## config.mk

```make
export PLATFORM = sky130hd
export DESIGN_NAME = wfd8_queue
export DESIGN_NICKNAME = d
export VERILOG_FILES = /design/src/rtl/core/wfd8_pkg.sv /design/src/rtl/core/wfd8_queue.sv
export SDC_FILE = /design/constraint.sdc
export NUM_CORES = 1
export LEC_CHECK = 0
export BUFFER_PORTS_ARGS = -buffer_cell sky130_fd_sc_hd__buf_2
export CORE_UTILIZATION = 57
export DETAILED_ROUTE_END_ITERATION = 16
export HOLD_SLACK_MARGIN = 0.15
export PLACE_DENSITY_LB_ADDON = 0.25
export SETUP_SLACK_MARGIN = 0.05
export SLEW_MARGIN = 20
export SYNTH_ARGS = -nofsm -noshare
export SYNTH_HDL_FRONTEND = slang
export SYNTH_SLANG_ARGS = --single-unit
```

## constraint.sdc

```tcl
create_clock -name clock -period 4.3 [get_ports clock]
set_clock_uncertainty 0.05 [all_clocks]
set_input_delay 0.86 -clock clock [delete_from_list [all_inputs] [get_ports clock]]
set_output_delay 0.86 -clock clock [all_outputs]
set_load 0.05 [all_outputs]
```

## src/rtl/core/wfd8_pkg.sv

```systemverilog
package wfd8_pkg;

   localparam int unsigned MAX_COLS_DEFAULT    = 1024;
   localparam int unsigned MAX_ROWS_DEFAULT    = 4096;
   localparam int unsigned QUEUE_DEPTH_DEFAULT = 4;

   // widest row / column index and count over the supported grid sizes
   localparam int unsigned ROW_IDX_W = 16;
   localparam int unsigned ROW_CNT_W = 17;
   localparam int unsigned COL_IDX_W = 12;
   localparam int unsigned COL_CNT_W = 13;

   localparam int unsigned CSR_INDEX_W = 3;
   localparam int unsigned CSR_DATA_W  = 17;

   localparam logic [CSR_INDEX_W-1:0] CSR_ROW_COURANT = 3'd0;
   localparam logic [CSR_INDEX_W-1:0] CSR_COL_COURANT = 3'd1;
   localparam logic [CSR_INDEX_W-1:0] CSR_SOURCE_ROW  = 3'd2;
   localparam logic [CSR_INDEX_W-1:0] CSR_SOURCE_COL  = 3'd3;
   localparam logic [CSR_INDEX_W-1:0] CSR_BAND_FIRST  = 3'd4;
   localparam logic [CSR_INDEX_W-1:0] CSR_BAND_END    = 3'd5;
   localparam logic [CSR_INDEX_W-1:0] CSR_GRID_ROWS   = 3'd6;
   localparam logic [CSR_INDEX_W-1:0] CSR_GRID_COLS   = 3'd7;

   localparam int unsigned TAP_IDX_W = 5;
   localparam logic [TAP_IDX_W-1:0] TAP_CENTRE = 5'd8;
   localparam logic [TAP_IDX_W-1:0] TAP_LAST   = 5'd17;

   typedef struct packed {
      logic [16:0] row_courant_sq;
      logic [16:0] col_courant_sq;
      logic [11:0] source_row;
      logic [9:0]  source_col;
      logic [12:0] band_first_row;
      logic [12:0] band_end_row;
      logic [12:0] grid_rows;
      logic [10:0] grid_cols;
   } cfg_type;

   typedef struct packed {
      logic [ROW_IDX_W-1:0] row;
      logic [COL_IDX_W-1:0] col;
      logic signed [31:0]   cur;
      logic signed [31:0]   prev;
      logic                 emit_a;
      logic                 emit_b;
      logic                 inner;
   } cmd_type;

   typedef enum logic [3:0] {
      B_IDLE, B_FETCH, B_LOAD, B_TAPS, B_DRAIN, B_ROUND,
      B_SCALE, B_SUM, B_EMIT_A, B_EMIT_B, B_WRITE
   } back_state_type;

   // 8th-order second difference, Q.24
   function automatic logic signed [27:0] tap_coef(input logic [3:0] idx);
      logic signed [27:0] v;
      case (idx)
         4'd0, 4'd8: v = -28'sd29959;
         4'd1, 4'd7: v = 28'sd426088;
         4'd2, 4'd6: v = -28'sd3355443;
         4'd3, 4'd5: v = 28'sd26843546;
         4'd4:       v = -28'sd47768464;
         default:    v = 28'sd0;
      endcase
      return v;
   endfunction

   function automatic logic signed [31:0] sat32(input logic signed [63:0] x);
      logic signed [31:0] v;
      if (x > 64'sd2147483647)
         v = 32'sh7fffffff;
      else if (x < -64'sd2147483648)
         v = 32'sh80000000;
      else
         v = x[31:0];
      return v;
   endfunction

endpackage

```

## src/rtl/core/wfd8_queue.sv

```systemverilog
module wfd8_queue
   import wfd8_pkg::*;
#(
   parameter int unsigned DEPTH = QUEUE_DEPTH_DEFAULT
) (
   input  logic    clock,
   input  logic    reset,
   input  logic    push,
   input  cmd_type push_cmd,
   input  logic    pop,
   output cmd_type head,
   output logic    not_empty,
   output logic    full
);

   localparam int unsigned PtrW = (DEPTH > 1) ? $clog2(DEPTH) : 1;
   localparam int unsigned CntW = $clog2(DEPTH + 1);

   cmd_type           slot_ff [DEPTH];
   logic [PtrW-1:0]   wr_ff, wr_in, rd_ff, rd_in;
   logic [CntW-1:0]   cnt_ff, cnt_in;

   assign head      = slot_ff[rd_ff];
   assign not_empty = (cnt_ff != '0);
   assign full      = (cnt_ff == CntW'(DEPTH));

   always_comb begin
      wr_in  = wr_ff;
      rd_in  = rd_ff;
      cnt_in = cnt_ff;
      if (push)
         wr_in = (wr_ff == PtrW'(DEPTH - 1)) ? '0 : wr_ff + PtrW'(1);
      if (pop)
         rd_in = (rd_ff == PtrW'(DEPTH - 1)) ? '0 : rd_ff + PtrW'(1);
      if (push && !pop)
         cnt_in = cnt_ff + CntW'(1);
      else if (pop && !push)
         cnt_in = cnt_ff - CntW'(1);
   end

   always_ff @(posedge clock) begin
      if (push)
         slot_ff[wr_ff] <= push_cmd;
   end

   always_ff @(posedge clock) begin
      if (reset) begin
         wr_ff  <= '0;
         rd_ff  <= '0;
         cnt_ff <= '0;
      end else begin
         wr_ff  <= wr_in;
         rd_ff  <= rd_in;
         cnt_ff <= cnt_in;
      end
   end

endmodule

```

==> impl_metrics.json <==
{
  "synth_seq_cells": 389,
  "die-area_um2": 25540,
  "overflow": 0,
  "rr_startpoint": "wr_ff[0]",
  "core_um2": 24390,
  "p_comb_frac": 0.121,
  "seq_power_share": 0.510,
  "tightest_slew_ps": 909.1,
  "dp_slack_ps": 1360,
  "netSwitchingPower_mw": 2.130,
  "final_nets": 870,
  "syn_area_um2": 14190,
  "min_path_type": "reg -> reg",
  "worst_slack_ps": 908.6,
  "path_max_fanout": 28,
  "final_cell_area_um2": 16760,
  "cts_buffer_depth": 3,
  "totalWireLength_um": 25660,
  "fmax_mhz": 294.9,
  "max_cap_violations": 0,
  "synth_area_per_cell_um2": 26.24,
  "final_hold_viol_count": 0,
  "reg2reg_setup_slack_ps": 2210,
  "worstSetupPathType": "reg -> out",
  "clkSinkCount": 389,
  "n_fill_cell": 1562,
  "grt_setup_unrepaired": "no",
  "grt_pass1_wl_um": 39500,
  "cts_tree": "built",
  "grt_antenna_before_repair": 6,
  "fp-row-count": 57,
  "clk_latency_ps": 520,
  "grt_start_max_net_pins": 56,
  "worstPathRequired_ps": 3390,
  "p_leak_nw": 5.661,
  "r2r-end": "slot_ff[0][34]",
  "finalSetupTns_ps": 0,
  "multi_input_area_um2": 2396,
  "layout_common_cells": "edfxtp_1 (380), buf_2 (195), mux4_2 (95)",
  "end_kind": "primary output",
  "grtUsageTotal": 0.2076,
  "cp.arrival_ps": 2480,
  "routedWlPerCell_um": 22.83,
  "drt_first_pass_iters": 4,
  "cp-endpoint": "head[59]",
  "post_dp_cell_area_um2": 15530,
  "die_height_um": 159.8,
  "ios": 196,
  "crit_path_start_kind": "flip-flop",
  "cts_resized": 0,
  "p_int_mw": 6.527,
  "mostFrequentLayoutCell": "edfxtp_1",
  "htreeDepth": 2,
  "initial_utilization": 0.5819,
  "slew-limit-headroom": 0.3939,
  "place_congestion": 0.7130,
  "port_buffers": 195,
  "dpl.hpwl_um": 14890,
  "drt_iter0_drc": 376,
  "utilization": 0.6871,
  "clock-root-buffer": "clkbuf_16",
  "drcViolationCount": 0,
  "synth_nets": 647,
  "dieWidth_um": 159.8,
  "cts_setup_buffers": 0,
  "rr_worst_depth": 4,
  "seqCellArea_um2": 11600,
  "cts_made_buffers": 40,
  "syn_to_final_growth_pct": 18.07,
  "synth_warnings": 0,
  "clk_pin_slew_ps": 50,
  "drive_gt1_frac": 0.4485,
  "clkPwrFrac": 0.369,
  "peakVddDrop_v": 0.0003910,
  "ctsHoldBuffers": 0,
  "ant_nets": 0,
  "vias": 6416,
  "ys_seq_area_frac": 0.8166,
  "p_per_area_nw_per_um2": 516.6,
  "outcome": "complete, no violations",
  "min_period_ps": 3391,
  "grt_pass1_vias": 7059,
  "drv_slew": 0,
  "setup_viol": 0,
  "switching_share": 0.2461,
  "period_share": 0.7887,
  "syn_inst": 541,
  "synth_cell_type_count": 18,
  "post_drt_via_cell_ratio": 5.708
}
routing by layer:
layer / wire [um] / share of wire / track usage
met2: 13330 / 0.52 / 0.3585
met4: 477 / 0.019 / 0.06190
met3: 2136 / 0.083 / 0.06130
met1: 9693 / 0.38 / 0.2556
met5: 22 / 0.00086 / 0
Yosys cell counts, drive strengths merged:
cell type / instances / share of area
edfxtp: 380 / 0.80
fa: 1 / 0.0014
dfxtp: 9 / 0.013
ha: 6 / 0.0053
mux2i: 4 / 0.0028
clkbuf: 4 / 0.0011
buf: 18 / 0.013
inv: 4 / 0.0011
a21oi: 2 / 0.00071
and2: 4 / 0.0018
o21ai: 1 / 0.00035
nor3b: 2 / 0.0011
or3: 2 / 0.00088
mux4: 95 / 0.15
xor2: 2 / 0.0012
nor2: 7 / 0.0019
worst min-delay path by stage:
stage / startpoint / endpoint / slack, ps / depth (start not counted)
final: cnt_ff[2] / cnt_ff[2] / 480 / 2
after global routing: push_cmd[84] / slot_ff[2][84] / 480 / 1
after CTS: push_cmd[84] / slot_ff[2][84] / 480 / 1
after detailed placement: cnt_ff[2] / cnt_ff[2] / 490 / 2
after global placement: cnt_ff[2] / cnt_ff[2] / 420 / 2
after floorplan: cnt_ff[2] / cnt_ff[2] / 410 / 2
state kept, by name, summed over array words and instances (netlist names), named ones only:
signal / flops
cnt_ff: 3
rd_ff: 2
slot_ff: 380
wr_ff: 2
worst max-delay path: stages, from the launching register on:
cell and delay, ps:
dfxtp_4 720, buf_4 440, mux4_2 570, buf_2 230
final cells by class:
type / instances / share of cell area
antenna: 4 / 0.0005973
clock buffer: 49 / 0.06301
clock inverter: 25 / 0.009930
inverter: 4 / 0.0008959
multi-input combinational: 126 / 0.1430
sequential: 389 / 0.6921
tap: 324 / 0.02419
timing repair buffer: 203 / 0.06630
cell families after synthesis:
| group | synth area share |
|---|---|
| multiplexers | 0.1536 |
| buffers and inverters | 0.01525 |
| XOR/XNOR | 0.001234 |
| adder cells (fa/ha/maj) | 0.006699 |
| AND/OR/NAND/NOR | 0.005553 |
| AO/OA/AOI/OAI | 0.001058 |
| flip-flops | 0.8166 |
through the flow:
step | hold slack, ps | cells | total power, mW
global placement | 423.8 | 1046 | 5.516
detailed placement | 485.7 | 1046 | 5.553
finish | 483.1 | 1124 | 8.657
global route | 475.5 | 1121 | 8.927
CTS | 480.5 | 1120 | 8.730
floorplan | 405.3 | 541 | 5.273
power by group through the flow:
stage	Clock (mW)	Combinational, mW	Sequential (mW)
2_1_floorplan	0	0.809	4.46
3_3_place_gp	0	1.04	4.48
3_5_place_dp	0	1.06	4.50
4_1_cts	3.25	1.06	4.42
5_1_grt	3.40	1.10	4.43
6_report	3.19	1.05	4.42
Note: power is estimated with default switching activity, not from simulation.
