### src/rtl/core/wfd8_pkg.sv
package wfd8_pkg;

   localparam int unsigned MAX_COLS_DEFAULT    = 1024;
   localparam int unsigned MAX_ROWS_DEFAULT    = 4096;
   localparam int unsigned QUEUE_DEPTH_DEFAULT = 4;

   // widest row / column index and count over the supported grid sizes
   localparam int unsigned ROW_IDX_W = 16;
   localparam int unsigned ROW_CNT_W = 17;
   localparam int unsigned COL_IDX_W = 12;
   localparam int unsigned COL_CNT_W = 13;

   localparam int unsigned CSR_INDEX_W = 3;
   localparam int unsigned CSR_DATA_W  = 17;

   localparam logic [CSR_INDEX_W-1:0] CSR_ROW_COURANT = 3'd0;
   localparam logic [CSR_INDEX_W-1:0] CSR_COL_COURANT = 3'd1;
   localparam logic [CSR_INDEX_W-1:0] CSR_SOURCE_ROW  = 3'd2;
   localparam logic [CSR_INDEX_W-1:0] CSR_SOURCE_COL  = 3'd3;
   localparam logic [CSR_INDEX_W-1:0] CSR_BAND_FIRST  = 3'd4;
   localparam logic [CSR_INDEX_W-1:0] CSR_BAND_END    = 3'd5;
   localparam logic [CSR_INDEX_W-1:0] CSR_GRID_ROWS   = 3'd6;
   localparam logic [CSR_INDEX_W-1:0] CSR_GRID_COLS   = 3'd7;

   localparam int unsigned TAP_IDX_W = 5;
   localparam logic [TAP_IDX_W-1:0] TAP_CENTRE = 5'd8;
   localparam logic [TAP_IDX_W-1:0] TAP_LAST   = 5'd17;

   typedef struct packed {
      logic [16:0] row_courant_sq;
      logic [16:0] col_courant_sq;
      logic [11:0] source_row;
      logic [9:0]  source_col;
      logic [12:0] band_first_row;
      logic [12:0] band_end_row;
      logic [12:0] grid_rows;
      logic [10:0] grid_cols;
   } cfg_type;

   typedef struct packed {
      logic [ROW_IDX_W-1:0] row;
      logic [COL_IDX_W-1:0] col;
      logic signed [31:0]   cur;
      logic signed [31:0]   prev;
      logic                 emit_a;
      logic                 emit_b;
      logic                 inner;
   } cmd_type;

   typedef enum logic [3:0] {
      B_IDLE, B_FETCH, B_LOAD, B_TAPS, B_DRAIN, B_ROUND,
      B_SCALE, B_SUM, B_EMIT_A, B_EMIT_B, B_WRITE
   } back_state_type;

   // 8th-order second difference, Q.24
   function automatic logic signed [27:0] tap_coef(input logic [3:0] idx);
      logic signed [27:0] v;
      case (idx)
         4'd0, 4'd8: v = -28'sd29959;
         4'd1, 4'd7: v = 28'sd426088;
         4'd2, 4'd6: v = -28'sd3355443;
         4'd3, 4'd5: v = 28'sd26843546;
         4'd4:       v = -28'sd47768464;
         default:    v = 28'sd0;
      endcase
      return v;
   endfunction

   function automatic logic signed [31:0] sat32(input logic signed [63:0] x);
      logic signed [31:0] v;
      if (x > 64'sd2147483647)
         v = 32'sh7fffffff;
      else if (x < -64'sd2147483648)
         v = 32'sh80000000;
      else
         v = x[31:0];
      return v;
   endfunction

endpackage

### src/rtl/core/wfd8_front.sv
module wfd8_front
   import wfd8_pkg::*;
#(
   parameter int unsigned MAX_COLS = MAX_COLS_DEFAULT,
   parameter int unsigned MAX_ROWS = MAX_ROWS_DEFAULT
) (
   input  logic          clock,
   input  logic          reset,
   input  cfg_type       cfg,
   input  logic          req_tvalid,
   output logic          req_tready,
   input  logic [95:0]   req_tdata,
   input  logic          req_tuser,
   output logic          push,
   output cmd_type       push_cmd,
   input  logic          queue_full
);

   logic [ROW_IDX_W-1:0] row_ff, row_in;
   logic [COL_IDX_W-1:0] col_ff, col_in;
   logic [ROW_CNT_W-1:0] rows, tail, r17, pr17;
   logic [COL_CNT_W-1:0] cols, c13;
   logic [ROW_IDX_W-1:0] r;
   logic [COL_IDX_W-1:0] c;
   logic signed [31:0]   cur, prev, amt, cur_inj;
   logic                 inject, beat;
   logic [ROW_CNT_W-1:0] src_r, band_f, band_e;

   assign req_tready = !queue_full;
   assign beat       = req_tvalid && req_tready;

   assign cur  = req_tdata[31:0];
   assign prev = req_tdata[63:32];
   assign amt  = req_tdata[95:64];

   always_comb begin
      if (cfg.grid_rows == '0)
         rows = ROW_CNT_W'(1);
      else if (ROW_CNT_W'(cfg.grid_rows) > ROW_CNT_W'(MAX_ROWS))
         rows = ROW_CNT_W'(MAX_ROWS);
      else
         rows = ROW_CNT_W'(cfg.grid_rows);
      if (cfg.grid_cols == '0)
         cols = COL_CNT_W'(1);
      else if (COL_CNT_W'(cfg.grid_cols) > COL_CNT_W'(MAX_COLS))
         cols = COL_CNT_W'(MAX_COLS);
      else
         cols = COL_CNT_W'(cfg.grid_cols);
      tail = (rows > ROW_CNT_W'(4)) ? rows - ROW_CNT_W'(4) : '0;
   end

   always_comb begin
      r = req_tuser ? '0 : row_ff;
      c = req_tuser ? '0 : col_ff;
      if (ROW_CNT_W'(r) >= rows) r = '0;
      if (COL_CNT_W'(c) >= cols) c = '0;
      r17  = ROW_CNT_W'(r);
      c13  = COL_CNT_W'(c);
      pr17 = r17 - ROW_CNT_W'(4);
   end

   assign src_r  = ROW_CNT_W'(cfg.source_row);
   assign band_f = ROW_CNT_W'(cfg.band_first_row);
   assign band_e = ROW_CNT_W'(cfg.band_end_row);

   assign inject = (r17 == src_r) && (c13 == COL_CNT_W'(cfg.source_col)) &&
                   (src_r >= band_f) && (src_r < band_e);
   assign cur_inj = inject ? sat32(64'(cur) + 64'(amt)) : cur;

   always_comb begin
      push_cmd.row    = r;
      push_cmd.col    = c;
      push_cmd.cur    = cur_inj;
      push_cmd.prev   = prev;
      push_cmd.emit_a = (r17 >= ROW_CNT_W'(4)) && (pr17 < tail);
      push_cmd.emit_b = (r17 >= tail);
      push_cmd.inner  = (pr17 >= ROW_CNT_W'(4)) && (pr17 + ROW_CNT_W'(4) < rows) &&
                        (c13 >= COL_CNT_W'(4)) && (c13 + COL_CNT_W'(4) < cols) &&
                        (pr17 >= band_f) && (pr17 < band_e);
   end
   assign push = beat;

   // advance raster position
   always_comb begin
      row_in = row_ff;
      col_in = col_ff;
      if (beat) begin
         if (c13 + COL_CNT_W'(1) >= cols) begin
            col_in = '0;
            if (r17 + ROW_CNT_W'(1) >= rows)
               row_in = '0;
            else
               row_in = r + ROW_IDX_W'(1);
         end else begin
            col_in = c + COL_IDX_W'(1);
            row_in = r;
         end
      end
   end

   always_ff @(posedge clock) begin
      if (reset) begin
         row_ff <= '0;
         col_ff <= '0;
      end else begin
         row_ff <= row_in;
         col_ff <= col_in;
      end
   end

endmodule

### config.mk
export PLATFORM = sky130hd
export DESIGN_NAME = wfd8_front
export DESIGN_NICKNAME = d
export VERILOG_FILES = /design/src/rtl/core/wfd8_pkg.sv /design/src/rtl/core/wfd8_front.sv
export SDC_FILE = /design/constraint.sdc
export NUM_CORES = 1
export LEC_CHECK = 0
export CORE_MARGIN = 4
export CORE_UTILIZATION = 30
export CTS_CLUSTER_DIAMETER = 30
export DETAILED_ROUTE_END_ITERATION = 7
export DONT_BUFFER_PORTS = 1
export PLACE_DENSITY = 0.51
export SYNTH_ARGS = -nofsm -noshare
export SYNTH_HDL_FRONTEND = slang
export SYNTH_SLANG_ARGS = --single-unit
### constraint.sdc
create_clock -name clock -period 10.4 [get_ports clock]
set_clock_uncertainty 0.05 [all_clocks]
set_input_delay 2.08 -clock clock [delete_from_list [all_inputs] [get_ports clock]]
set_output_delay 2.08 -clock clock [all_outputs]
set_load 0.02 [all_outputs]
==> impl_metrics.ini <==
[layout]
final_net_count = 1655
final_cell_area_mm2 = 0.0102
layout_area_growth_over_synthesis_pct = 8.51
drive_above_1_share = 0.125
layout_common_cells = 196 x sky130_fd_sc_hd__ha_1, 109 x sky130_fd_sc_hd__nand2_1, 84 x sky130_fd_sc_hd__a21oi_1, 82 x sky130_fd_sc_hd__nor2_1, 78 x sky130_fd_sc_hd__inv_1
postLayoutCoreUtil = 0.332
final_cell_count_no_fill = 1645
commonest_non_fill_non_tap_cell_in_the_layout = sky130_fd_sc_hd__ha_1
antenna_fix_cells = 0

[drt]
wirelength_routed_mm = 32.4
dr_vias_cell = 5.55
detail_route.first_pass.iterations = 5
drc = 0
first_iter_violations = 522
postRouteAntennaNets = 0
drt-wirelength-per-cell_um = 19.7
vias = 9127

[timing]
part_of_the_cycle_the_worst_path_needs = 0.982
final_hold_viol_count = 0
fmaxAchievable_mhz = 97.9
finalWorstPathRequiredPeriod_ns = 10.22
setup_tns_ns = 0
number_of_failing_setup_endpoints_in_the_final_timing_report = 0
worst_slack_ns = 0.184
worst-slew-pin-transition_ns = 1.10
rsz0062_at_grt = yes
timing.final.max_slew_violations = 0
worst_slew_margin = 0.255

[synth]
synth_enable_flop_cells = 0
yosys_register_bits = 28
synthArstFlopShare = 0
syn_avg_cell_area_um2 = 7.55
netlist.top_cell.by_area = sky130_fd_sc_hd__ha_1
post-synth-top-area-fraction = 0.261
netlist_top_cells_area = sky130_fd_sc_hd__ha_1 26%, sky130_fd_sc_hd__dfxtp_1 5.9%, sky130_fd_sc_hd__xnor2_1 5.1%
yosys_synthesis_warning_count = 0
post_synth_num_cell_types = 88
synthesis.instances = 1251
synth-main-ff-cell = sky130_fd_sc_hd__dfxtp_1
synth.cell_area_mm2 = 0.00944
share_of_synthesized_area_occupied_by_flip_flops_and_latches = 0.0594

[global_routing]
grt_overflow = 0
vias_in_the_first_global_route = 8877
maximum_number_of_pins_on_one_net_before_global_route_repair = 33
first_pass_grt_wire_length_mm = 49.4
number_of_antenna_violations_at_the_first_check_in_global_routing = 0
track_usage = 0.179

[placement]
preCtsSetupSlack_ns = -0.365
placement.cell_area_mm2 = 0.0100
place_hpwl_mm = 27.6
place_inst = 1637
gp_congestion = 0.906
io_buffers = 0

[power]
pwr_density_cell_mw_per_mm2 = 66.2
vdd_drop_max_uv = 45.7
p_leak_nw = 4.70

[worst_setup_path]
critPathArrivalTime_ns = 8.09
worstPathMaxFanout = 4
critical_path.startpoint_type = input pin
critical_path.endpoint_type = output pin
critical_path_buf_inv_count = 1
cp_slowest_cell = sky130_fd_sc_hd__or4_1
worst_path_dominant_cell_family = simple AND/OR/NAND/NOR gates
crit_path_max_incr_delay_ns = 0.50
critical_setup_path_kind = input pin to output pin
crit_required_ns = 8.27

[die]
core_region_area_mm2 = 0.0308
floorplan.die.width_um = 185
dieHeight_um = 185
ioPinCount = 304
row_count = 64
die_area_mm2 = 0.0344
floorplan.initialDensity = 0.306

[clock_network]
clkTransAtPathRegs_ns = 0.07
clock_sink_count = 28
cts.htree.levels = 1
cts_tree = yes
clock_insertion_delay_at_the_later_pin_of_the_skew_report_ns = 0.27
cts_made_buffers = 3
ctsLongestPathBuffers = 2
cts_root_buf = sky130_fd_sc_hd__clkbuf_16

[run]
max_cap_viol_count = 0

[status]
run_status = complete, no violations

[hold_path]
hold_path_class = register to register
[state kept, by name, summed over array words and instances (netlist names)]
signal	cells
col_ff	12
row_ff	16
[logic make-up (layout without fill, tap and decap cells)]
family / after synthesis / count (layout) / share of synthesized area
xor+xnor: 68 / 68 / 0.0631
compound gates: 314 / 314 / 0.223
flops: 28 / 28 / 0.0594
other cells: 2 / 11 / 0.000796
fa+ha+maj: 229 / 229 / 0.296
mux: 33 / 33 / 0.0506
buf+inv: 167 / 156 / 0.0839
simple gates: 410 / 410 / 0.223
[power by group]
group	internal (mW)	leakage [nW]	switching, mW	total (mW)
clock	0.0591	0.0442	0.0379	0.0969
sequential	0.109	0.227	0.00631	0.116
combinational	0.202	4.43	0.263	0.466
[cell usage after synthesis (all sizes together) (25+ instances only)]
master,number
clkbuf,35
nand2,112
inv,84
nor2b,32
xnor2,55
nor3,25
maj3,31
buf,46
ha,197
a21oi,89
dfxtp,28
nor2,86
mux2,31
nand3,42
o21ai,62
[path summary, 6_finish.rpt]
kind | from | end | slack, ns | cells past startpoint
worst min register to register | col_ff[1]$_SDFFE_PP0P_ | col_ff[1]$_SDFFE_PP0P_ | 0.41 | 2
worst max register to register | col_ff[8]$_SDFFE_PP0P_ | row_ff[8]$_SDFFE_PP0P_ | 4.16 | 22
worst min-delay path | col_ff[1]$_SDFFE_PP0P_ | col_ff[1]$_SDFFE_PP0P_ | 0.41 | 2
worst max-delay path | cfg[19] | push_cmd[0] | 0.18 | 34
[routing by layer]
layer | GRT usage | vias to the layer above | routed length, µm
met2 | 0.299 | 318 | 14900
met5 | 0 | - | 0
met1 | 0.249 | 4232 | 15000
met3 | 0.0234 | 49 | 1900
met4 | 0.0338 | 0 | 578
li1 | - | 4528 | -
[through the flow]
stage               hold slack (ns)  power [mW]
floorplan                     0.387       0.473
detailed placement            0.404       0.571
global placement              0.398       0.567
CTS                           0.413       0.671
global route                  0.461       0.742
finish                        0.412       0.678
[layout make-up]
| cell class | instances | area (µm²) |
|---|---|---|
| clock buffer | 4 | 88.8 |
| inverter | 86 | 323 |
| multi-input combinational | 1065 | 8280 |
| tap | 396 | 495 |
| sequential | 28 | 561 |
| timing repair buffer | 66 | 495 |
| fill | 3321 | 20600 |
[timing repair]
item / CTS / global route
endpoints found under the setup margin: 1 / 1
cloned: 0 / 0
pin swaps: 6 / 23
endpoints found under the hold margin: 0 / 0
hold buffers: 0 / 0
resized for setup: 8 / 19
setup buffers: 1 / 3
[tightest hold or removal path, cell delays in order (launching register included)]
cell	delay (ns)
sky130_fd_sc_hd__dfxtp_1	0.32
sky130_fd_sc_hd__nand2_1	0.05
sky130_fd_sc_hd__a21oi_1	0.05
(Power assumes the default switching activity.)
